## config.mk

```make
export PLATFORM = sky130hd
export DESIGN_NAME = pcc_merge
export DESIGN_NICKNAME = d
export VERILOG_FILES = /design/src/rtl/pcc_pkg.sv /design/src/rtl/pcc_merge.sv
export SDC_FILE = /design/constraint.sdc
export NUM_CORES = 1
export LEC_CHECK = 0
export BUFFER_PORTS_ARGS = -buffer_cell sky130_fd_sc_hd__buf_2
export CORE_ASPECT_RATIO = 0.5
export CORE_MARGIN = 2
export CORE_UTILIZATION = 50
export CTS_CLUSTER_SIZE = 24
export DETAILED_ROUTE_END_ITERATION = 10
export GPL_TIMING_DRIVEN = 0
export HOLD_SLACK_MARGIN = 0.08
export PLACE_DENSITY = 0.77
export SETUP_SLACK_MARGIN = 0.1
export SKIP_LAST_GASP = 1
export SYNTH_ARGS = -nofsm -noshare
export SYNTH_HDL_FRONTEND = slang
export SYNTH_SLANG_ARGS = --single-unit
```

## constraint.sdc

```tcl
create_clock -name clk -period 5.56 [get_ports clk]
set_input_delay 1.112 -clock clk [delete_from_list [all_inputs] [get_ports clk]]
set_output_delay 1.112 -clock clk [all_outputs]
set_load 0.005 [all_outputs]
```

## src/rtl/pcc_pkg.sv

```systemverilog
// Shared types and constants of the two-by-two phase chi-square classifier.
`default_nettype none
package pcc_pkg;

  localparam int TOTAL_W   = 18;
  localparam int CHI_W     = 40;
  localparam int RAND_W    = 60;
  localparam int EPS_BITS  = 16;
  localparam int EPS_W     = 17;
  localparam int CFG_IDX_W = 1;
  localparam int VERDICT_W = 3;

  localparam logic [CHI_W-1:0] CHI_MAX      = {CHI_W{1'b1}};
  localparam logic [EPS_W-1:0] EPS_ONE      = 17'h10000;
  localparam logic [EPS_W-1:0] EPS_RESET    = 17'd6554;
  localparam logic [CHI_W-1:0] THRESH_RESET = 40'd327680;

  localparam logic [CFG_IDX_W-1:0] CFG_EPSILON   = 1'b0;
  localparam logic [CFG_IDX_W-1:0] CFG_THRESHOLD = 1'b1;

  localparam logic [VERDICT_W-1:0] V_IN_PHASE      = 3'd0;
  localparam logic [VERDICT_W-1:0] V_OUT_OF_PHASE  = 3'd1;
  localparam logic [VERDICT_W-1:0] V_UNRELIABLE    = 3'd2;
  localparam logic [VERDICT_W-1:0] V_ZERO_COVERAGE = 3'd3;
  localparam logic [VERDICT_W-1:0] V_SHARED_CHAIN  = 3'd4;
  localparam logic [VERDICT_W-1:0] V_SHARED_ANCHOR = 3'd5;

  typedef struct packed {
    logic                 valid;
    logic                 rejected;
    logic [VERDICT_W-1:0] verdict;
  } pcc_ctl_t;

endpackage
`default_nettype wire

```

## src/rtl/pcc_merge.sv

```systemverilog
// Merging stage: saturating sums of the lane terms and the threshold decision.
`default_nettype none
module pcc_merge (
  input  wire logic                              clk,
  input  wire logic                              rst_n,
  input  wire pcc_pkg::pcc_ctl_t                 ctl_i,
  input  wire logic [3:0][pcc_pkg::CHI_W-1:0]    terms_in_i,
  input  wire logic [3:0][pcc_pkg::CHI_W-1:0]    terms_out_i,
  input  wire logic [pcc_pkg::CHI_W-1:0]         threshold_i,
  output logic                                   valid_o,
  output logic      [pcc_pkg::VERDICT_W-1:0]     verdict_o,
  output logic      [pcc_pkg::CHI_W-1:0]         chi_in_o,
  output logic      [pcc_pkg::CHI_W-1:0]         chi_out_o
);
  import pcc_pkg::*;

  localparam int SUMW = CHI_W + 2;

  logic [SUMW-1:0]      sum_in, sum_out;
  pcc_ctl_t             ctl1_r;
  logic [CHI_W-1:0]     sin_r, sout_r;
  logic                 valid_r;
  logic [VERDICT_W-1:0] verdict_r, verdict_nxt;
  logic [CHI_W-1:0]     chi_in_r, chi_out_r;

  assign sum_in  = SUMW'(terms_in_i[0]) + SUMW'(terms_in_i[1])
                 + SUMW'(terms_in_i[2]) + SUMW'(terms_in_i[3]);
  assign sum_out = SUMW'(terms_out_i[0]) + SUMW'(terms_out_i[1])
                 + SUMW'(terms_out_i[2]) + SUMW'(terms_out_i[3]);

  always_comb begin
    if (ctl1_r.rejected) begin
      verdict_nxt = ctl1_r.verdict;
    end else if (sin_r < threshold_i && sout_r > threshold_i) begin
      verdict_nxt = V_IN_PHASE;
    end else if (sin_r > threshold_i && sout_r < threshold_i) begin
      verdict_nxt = V_OUT_OF_PHASE;
    end else begin
      verdict_nxt = V_UNRELIABLE;
    end
  end

  always_ff @(posedge clk) begin
    if (!rst_n) begin
      ctl1_r.valid <= 1'b0;
      valid_r      <= 1'b0;
    end else begin
      ctl1_r.valid <= ctl_i.valid;
      valid_r      <= ctl1_r.valid;
    end
    ctl1_r.rejected <= ctl_i.rejected;
    ctl1_r.verdict  <= ctl_i.verdict;
    sin_r  <= (sum_in  > SUMW'(CHI_MAX)) ? CHI_MAX : sum_in[CHI_W-1:0];
    sout_r <= (sum_out > SUMW'(CHI_MAX)) ? CHI_MAX : sum_out[CHI_W-1:0];
    verdict_r <= verdict_nxt;
    // Early rejections report zero statistics
    chi_in_r  <= ctl1_r.rejected ? '0 : sin_r;
    chi_out_r <= ctl1_r.rejected ? '0 : sout_r;
  end

  assign valid_o   = valid_r;
  assign verdict_o = verdict_r;
  assign chi_in_o  = chi_in_r;
  assign chi_out_o = chi_out_r;

endmodule
`default_nettype wire
```

==> results.py, run 1 <==
metrics = {
    "setup_path": {
        "worstPathMaxFanout": 10,
        "crit_path_end_kind": "flop",
        "critPathMostFrequentCell": "fa_1",
        "worst_ep_arrival_time_ns": 5.51,
        "crit_chain": "buf_2 > fa_1 > fa_1 > ha_1 > fa_1 > a21oi_1 > nor2b_1 > a311oi_2 > o31a_1 > a21boi_2 > a21oi_2 > o21a_1 > o211a_2 > buf_4 > buf_6 > nand2_1",
        "ff2ff_setup_slack_ns": 2.95,
        "crit_required_ns": 5.88,
        "start_kind": "input port",
        "cpPeakStageDelay_ns": 0.56,
        "cp_slowest_cell": "fa_1",
        "critical_path_class": "in -> reg",
    },
    "clock_tree": {
        "cts_max_level": 4,
        "cts.sinks": 169,
        "clk_path_buf_depth": 2,
        "cts_made_buffers": 17,
        "cts_hold_buffers": 0,
        "cts_setup_buffers": 0,
        "clk_pin_slew_ns": 0.07,
        "root_buffer": "clkbuf_16",
        "clk_latency_ns": 0.43,
        "cts_tree": "built",
    },
    "sta": {
        "slew_headroom": 0.413,
        "drv_slew": 0,
        "worst_pin_slew_ns": 0.880,
        "rsz0062_at_grt": "no",
        "whs_ns": 0.429,
        "fin_setup_tns_ns": 0,
        "hold_viol": 0,
        "fin_crit_sh": 0.935,
        "fin_crit_ns": 5.20,
        "finClkSkew_ns": 0.0121,
        "finalSetupViolCount": 0,
        "fmax_mhz": 192,
    },
    "global_routing": {
        "grt_first_pass_wirelength_um": 63200,
        "grt_usage": 0.248,
        "grt_max_degree": 17,
        "overflow": 0,
        "grt_pass1_vias": 12932,
        "antenna_found_initial": 1,
    },
    "synthesis": {
        "synth_cell_type_count": 66,
        "synth-edff-count": 0,
        "syn_area_mm2": 0.0156,
        "ys_async_sr_fraction": 0,
        "synth_top_area_share": 0.217,
        "ys_warn_count": 0,
        "synth_top_flop_cell": "dfxtp_1",
        "syn_inst": 1829,
        "synth-seq-area-share": 0.217,
        "avgSynthCellArea_um2": 8.52,
        "synth_top_area_cell": "dfxtp_1",
        "synth_seq_cells": 169,
        "yosys-top-cells-area": "dfxtp_1 (22%), fa_1 (21%), ha_1 (13%), inv_1 (12%), nor2b_1 (3.7%)",
        "syn_nets": 2518,
    },
    "cells_and_area": {
        "multi_input_area_mm2": 0.0101,
        "regArea_mm2": 0.00338,
        "areaGrowthSynthToFinish_pct": 21.7,
        "nNetsFinal": 2987,
        "n_fill_cell": 2774,
        "drive_above_1_share": 0.225,
    },
    "power": {
        "power.total_mw": 6.96,
        "pwr_density_cell_mw_per_mm2": 367,
        "ir_worst_vdd_mv": 0.159,
        "p_switching_mw": 2.94,
        "power_leakage_nw": 10.5,
        "p_clk_frac": 0.171,
        "power_frac_comb": 0.577,
        "sw_frac_of_total": 0.423,
        "intPower_mw": 4.02,
        "p_seq_frac": 0.252,
    },
    "floorplan": {
        "start_util": 0.511,
        "core_mm2": 0.0305,
        "io_pins": 451,
        "fp.dieArea_mm2": 0.0327,
        "fp.dieW_um": 254,
        "fp.dieH_um": 129,
        "num_rows": 45,
    },
    "placed_design": {
        "dp_hpwl_um": 35500,
        "portBuffers": 450,
        "place_congestion": 0.937,
    },
    "drt": {
        "drt-total-wl_um": 40300,
        "routed_via_density": 4.91,
        "postRouteAntennaNets": 0,
        "post-route-drc-count": 0,
        "drtIter0Drc": 907,
        "wl_per_cell_um": 14.7,
        "dr_total_vias": 13420,
        "dr.pass1.iters": 5,
    },
    "run": {
        "drv_cap": 0,
    },
    "outcome": {
        "status": "finished clean",
    },
    "min_path": {
        "hold_path_class": "reg -> reg",
    },
}
==> worst paths after layout <==
kind            startpoint      endpoint  cells past startpoint
max          terms_in_i[1]     sin_r[10]                     16
min              ctl1_r[1]  verdict_o[1]                      2
max reg2reg     sout_r[38]  verdict_o[1]                     10
min reg2reg      ctl1_r[1]  verdict_o[1]                      2
==> logic make-up (layout without fill, tap and decap cells) <==
| group | Yosys count | in the layout | share of synthesized area |
|---|---|---|---|
| AOI/OAI and AO/OA | 349 | 349 | 0.147 |
| xor gates and xnor gates | 61 | 61 | 0.0343 |
| adders and majority gates | 322 | 322 | 0.336 |
| buffers and inverters | 531 | 1013 | 0.133 |
| DFF | 169 | 169 | 0.217 |
| muxes | 4 | 4 | 0.00265 |
| other | 0 | 1 | 0 |
| and+or+nand+nor | 393 | 393 | 0.131 |
==> state kept, by name, summed over array words and instances (netlist names) <==
register	flops
chi_out_o	40
valid_o	1
sout_r	40
verdict_o	3
ctl1_r	5
chi_in_o	40
sin_r	40
==> cell type report <==
type                       count  share of cell area
sequential                   169               0.178
buffer                        38              0.0114
antenna                        1            0.000132
clock inverter                14             0.00765
multi-input combinational   1129               0.535
inverter                     493              0.0976
clock buffer                  18              0.0232
timing repair buffer         450               0.119
tap                          423              0.0279
==> cell usage in the layout (no fill, tap or decap), types with 4 or more instances in the layout <==
cell type,count
nor2_1,47
xor2_1,26
nand2b_1,17
nor2b_1,92
a21oi_1,92
xnor2_1,35
nand4_1,31
ha_1,162
nand3_1,23
o21bai_1,16
a31oi_1,10
a211o_1,5
inv_6,4
nand2_1,109
o21ai_0,44
and3_1,12
o31ai_1,6
buf_6,7
fa_1,160
inv_1,493
dfxtp_1,169
clkinv_2,4
o21ai_1,19
clkbuf_16,17
or2_2,4
and2_1,12
o211ai_1,8
buf_2,455
clkinvlp_4,4
clkbuf_1,24
o21a_1,26
o22ai_1,4
a211oi_1,11
a2111oi_0,5
nand2_2,10
a21o_1,73
nor3_1,18
==> power by group through the flow <==
stage,combinational [mW],sequential [mW],clock (mW)
5_1_grt,4.53,1.79,1.26
3_3_place_gp,3.90,1.78,0
2_1_floorplan,2.91,1.74,0
4_1_cts,3.99,1.76,1.21
6_report,4.02,1.75,1.19
3_5_place_dp,3.96,1.78,0
==> stage by stage <==
stage | cells | area, µm² | util | setup WS (ns)
6_report | 2735 | 19000 | 0.621 | 0.362
3_5_place_dp | 2702 | 18400 | 0.602 | -0.200
2_1_floorplan | 1829 | 15600 | - | 0.940
3_3_place_gp | 2702 | 18400 | 0.602 | -0.180
5_1_grt | 2734 | 19000 | 0.621 | 0.181
4_1_cts | 2734 | 19000 | 0.621 | 0.228
==> what timing repair did <==
action | in CTS | in global routing
endpoints found under the setup margin | 0 | 32
hold endpoints to repair | 0 | 0
resized for setup | 0 | 2
==> cells in the mapped netlist, types with 31 or more instances <==
library cell	n
a21o_1	73
a21oi_1	92
dfxtp_1	169
fa_1	160
ha_1	162
inv_1	493
nand2_1	109
nand4_1	31
nor2_1	47
nor2b_1	92
o21ai_0	44
xnor2_1	35
==> worst max-delay path: cells and delay by family <==
family | cells | cell delay (ns)
adders and majority gates | 4 | 1.66
AOI/OAI and AO/OA | 7 | 1.96
and+or+nand+nor | 2 | 0.16
buffers and inverters | 3 | 0.59
==> metal layers <==
| layer | vias up | wire length, µm | track usage |
|---|---|---|---|
| li1 | 6705 | - | - |
| met1 | 6314 | 18400 | 0.332 |
| met2 | 343 | 18800 | 0.412 |
| met3 | 58 | 2060 | 0.0431 |
| met4 | 0 | 973 | 0.0772 |
| met5 | - | 0 | 0 |
(Power assumes the default switching activity.)
==> run 2, diff against run 1 <==
--- a/config.mk
+++ b/config.mk
@@ -8,2 +8,3 @@
 export BUFFER_PORTS_ARGS = -buffer_cell sky130_fd_sc_hd__buf_2
+export CAP_MARGIN = 30
 export CORE_ASPECT_RATIO = 0.5
@@ -11,3 +12,3 @@
 export CORE_UTILIZATION = 50
-export CTS_CLUSTER_SIZE = 24
+export CTS_CLUSTER_SIZE = 10
 export DETAILED_ROUTE_END_ITERATION = 10
==> constraint.sdc (replaced) <==
create_clock -name clk -period 5.56 [get_ports clk]
set_input_delay 1.668 -clock clk [delete_from_list [all_inputs] [get_ports clk]]
set_output_delay 1.668 -clock clk [all_outputs]
set_load 0.005 [all_outputs]
==> run 2 against run 1 <==
Net effect:
- via count increased by 0.69%
- non-clock buffer count increased by 4
- worst hold slack about the same
- first-iteration DRC count decreased by 7.9%
- sequential power about the same
- combinational power increased by 1%
- clock power about the same
==> results.py, run 2 (synthesized netlist as in run 1, its figures left out) <==
metrics = {
    "outcome": {
        "status": "finished clean",
    },
    "global_routing": {
        "grt_usage": 0.248,
        "grt_pass1_vias": 12933,
        "grt_first_pass_wirelength_um": 63200,
        "grt_max_degree": 17,
        "overflow": 0,
        "antenna_found_initial": 1,
    },
    "drt": {
        "postRouteAntennaNets": 0,
        "post-route-drc-count": 0,
        "drtIter0Drc": 835,
        "drt-total-wl_um": 40400,
        "wl_per_cell_um": 14.7,
        "dr.pass1.iters": 5,
        "routed_via_density": 4.93,
        "dr_total_vias": 13513,
    },
    "clock_tree": {
        "clk_pin_slew_ns": 0.07,
        "cts.sinks": 169,
        "clk_latency_ns": 0.43,
        "root_buffer": "clkbuf_16",
        "cts_hold_buffers": 0,
        "cts_made_buffers": 17,
        "cts_max_level": 4,
        "clk_path_buf_depth": 2,
        "cts_tree": "built",
    },
    "setup_path": {
        "worst_ep_arrival_time_ns": 5.63,
        "ff2ff_setup_slack_ns": 2.96,
        "crit_chain": "buf_2 > inv_1 > fa_1 > fa_1 > inv_1 > ha_1 > buf_2 > nand4_1 > or2_1 > o311ai_2 > o21ai_1 > a21oi_1 > o21ai_1 > o31ai_4 > buf_6 > buf_6 > nand2_1",
        "critical_path_class": "in -> reg",
        "worst-path-buf-inv": 6,
        "start_kind": "input port",
        "crit_path_end_kind": "flop",
        "cpPeakStageDelay_ns": 0.52,
        "cp_slowest_cell": "fa_1",
        "worstPathMaxFanout": 10,
        "crit_required_ns": 5.88,
        "path_delay_family": "compound AO/OA/AOI/OAI gates",
    },
    "cells_and_area": {
        "final_common_cell": "inv_1",
        "drive_above_1_share": 0.229,
        "areaGrowthSynthToFinish_pct": 22.1,
        "nNetsFinal": 2991,
        "design_area_mm2": 0.0190,
        "layout_common_cells": "inv_1 (493), buf_2 (455), dfxtp_1 (169), ha_1 (162), fa_1 (160)",
    },
    "floorplan": {
        "fp.dieH_um": 129,
        "fp.dieArea_mm2": 0.0327,
        "io_pins": 451,
        "fp.dieW_um": 254,
        "core_mm2": 0.0305,
        "start_util": 0.511,
        "num_rows": 45,
    },
    "sta": {
        "rsz0062_at_grt": "no",
        "whs_ns": 0.429,
        "worst_pin_slew_ns": 0.866,
        "finalSetupViolCount": 0,
        "slew_headroom": 0.422,
        "hold_viol": 0,
        "finClkSkew_ns": 0.0108,
        "drv_slew": 0,
        "fin_crit_ns": 5.31,
        "setup_slack_ns": 0.247,
        "fin_crit_sh": 0.956,
        "fmax_mhz": 188,
    },
    "run": {
        "drv_cap": 0,
    },
    "power": {
        "pwr_density_cell_mw_per_mm2": 368,
        "power_leakage_nw": 10.5,
        "ir_worst_vdd_mv": 0.160,
    },
    "placed_design": {
        "place_congestion": 0.937,
        "placed_cell_area_mm2": 0.0184,
        "pre_cts_slack_ns": -0.756,
        "dp_hpwl_um": 35500,
        "portBuffers": 450,
    },
    "min_path": {
        "hold_path_class": "reg -> reg",
    },
}
run 2: area by class of cell:
class                   count  area (µm²)
clock inverters            14         145
repair buffers            455        2290
inverters                 493        1850
plain buffers              37         216
well taps                 423         529
clock buffers              18         439
diodes                      2        5.00
flip-flops and latches    169        3380
multi-input cells        1129       10200
fillers                  2762       11500
run 2: power by group:
part / leakage, nW / total, mW / internal [mW] / switching [mW]
logic: 8.85 / 4.06 / 1.79 / 2.27
clock network: 0.279 / 1.20 / 0.676 / 0.520
registers: 1.41 / 1.75 / 1.58 / 0.171
run 2: path summary, 6_finish.rpt:
| check | startpoint | end | cells past startpoint |
|---|---|---|---|
| min reg2reg | ctl1_r[1] | verdict_o[1] | 2 |
| max reg2reg | sout_r[38] | verdict_o[1] | 10 |
| min | ctl1_r[1] | verdict_o[1] | 2 |
| max | terms_out_i[52] | sout_r[36] | 17 |
run 2: routing by layer:
| layer | vias up | wire, µm | global-route usage |
|---|---|---|---|
| li1 | 6722 | - | - |
| met1 | 6366 | 18300 | 0.332 |
| met2 | 368 | 18900 | 0.413 |
| met3 | 57 | 2260 | 0.0439 |
| met4 | 0 | 923 | 0.0761 |
| met5 | - | 0 | 0 |
run 2: repair_timing:
action	CTS	global route
hold endpoints to repair	0	0
endpoints found under the setup margin	64	46
buffers inserted	1	4
pin swaps	1	6
resized for setup	4	4
run 2: stage by stage:
stage / cells / util / power [mW] / setup TNS [ns]
after floorplan: 1829 / - / 4.64 / 0
after global placement: 2702 / 0.602 / 5.68 / -38.43
after detailed placement: 2702 / 0.602 / 5.74 / -39.01
after CTS: 2735 / 0.622 / 6.98 / 0
after global routing: 2738 / 0.623 / 7.63 / 0
final: 2740 / 0.624 / 7.01 / 0
run 2: worst reg2reg max path, cell delays in order (launching register included):
cell and delay [ns]:
dfxtp_1 0.32, ha_1 0.28, nand4_1 0.16, or2_2 0.35, nor2_1 0.21, nand2_1 0.20, a2111oi_0 0.37, nor3_1 0.12
o21bai_1 0.21, mux2i_1 0.14, o21ai_0 0.08
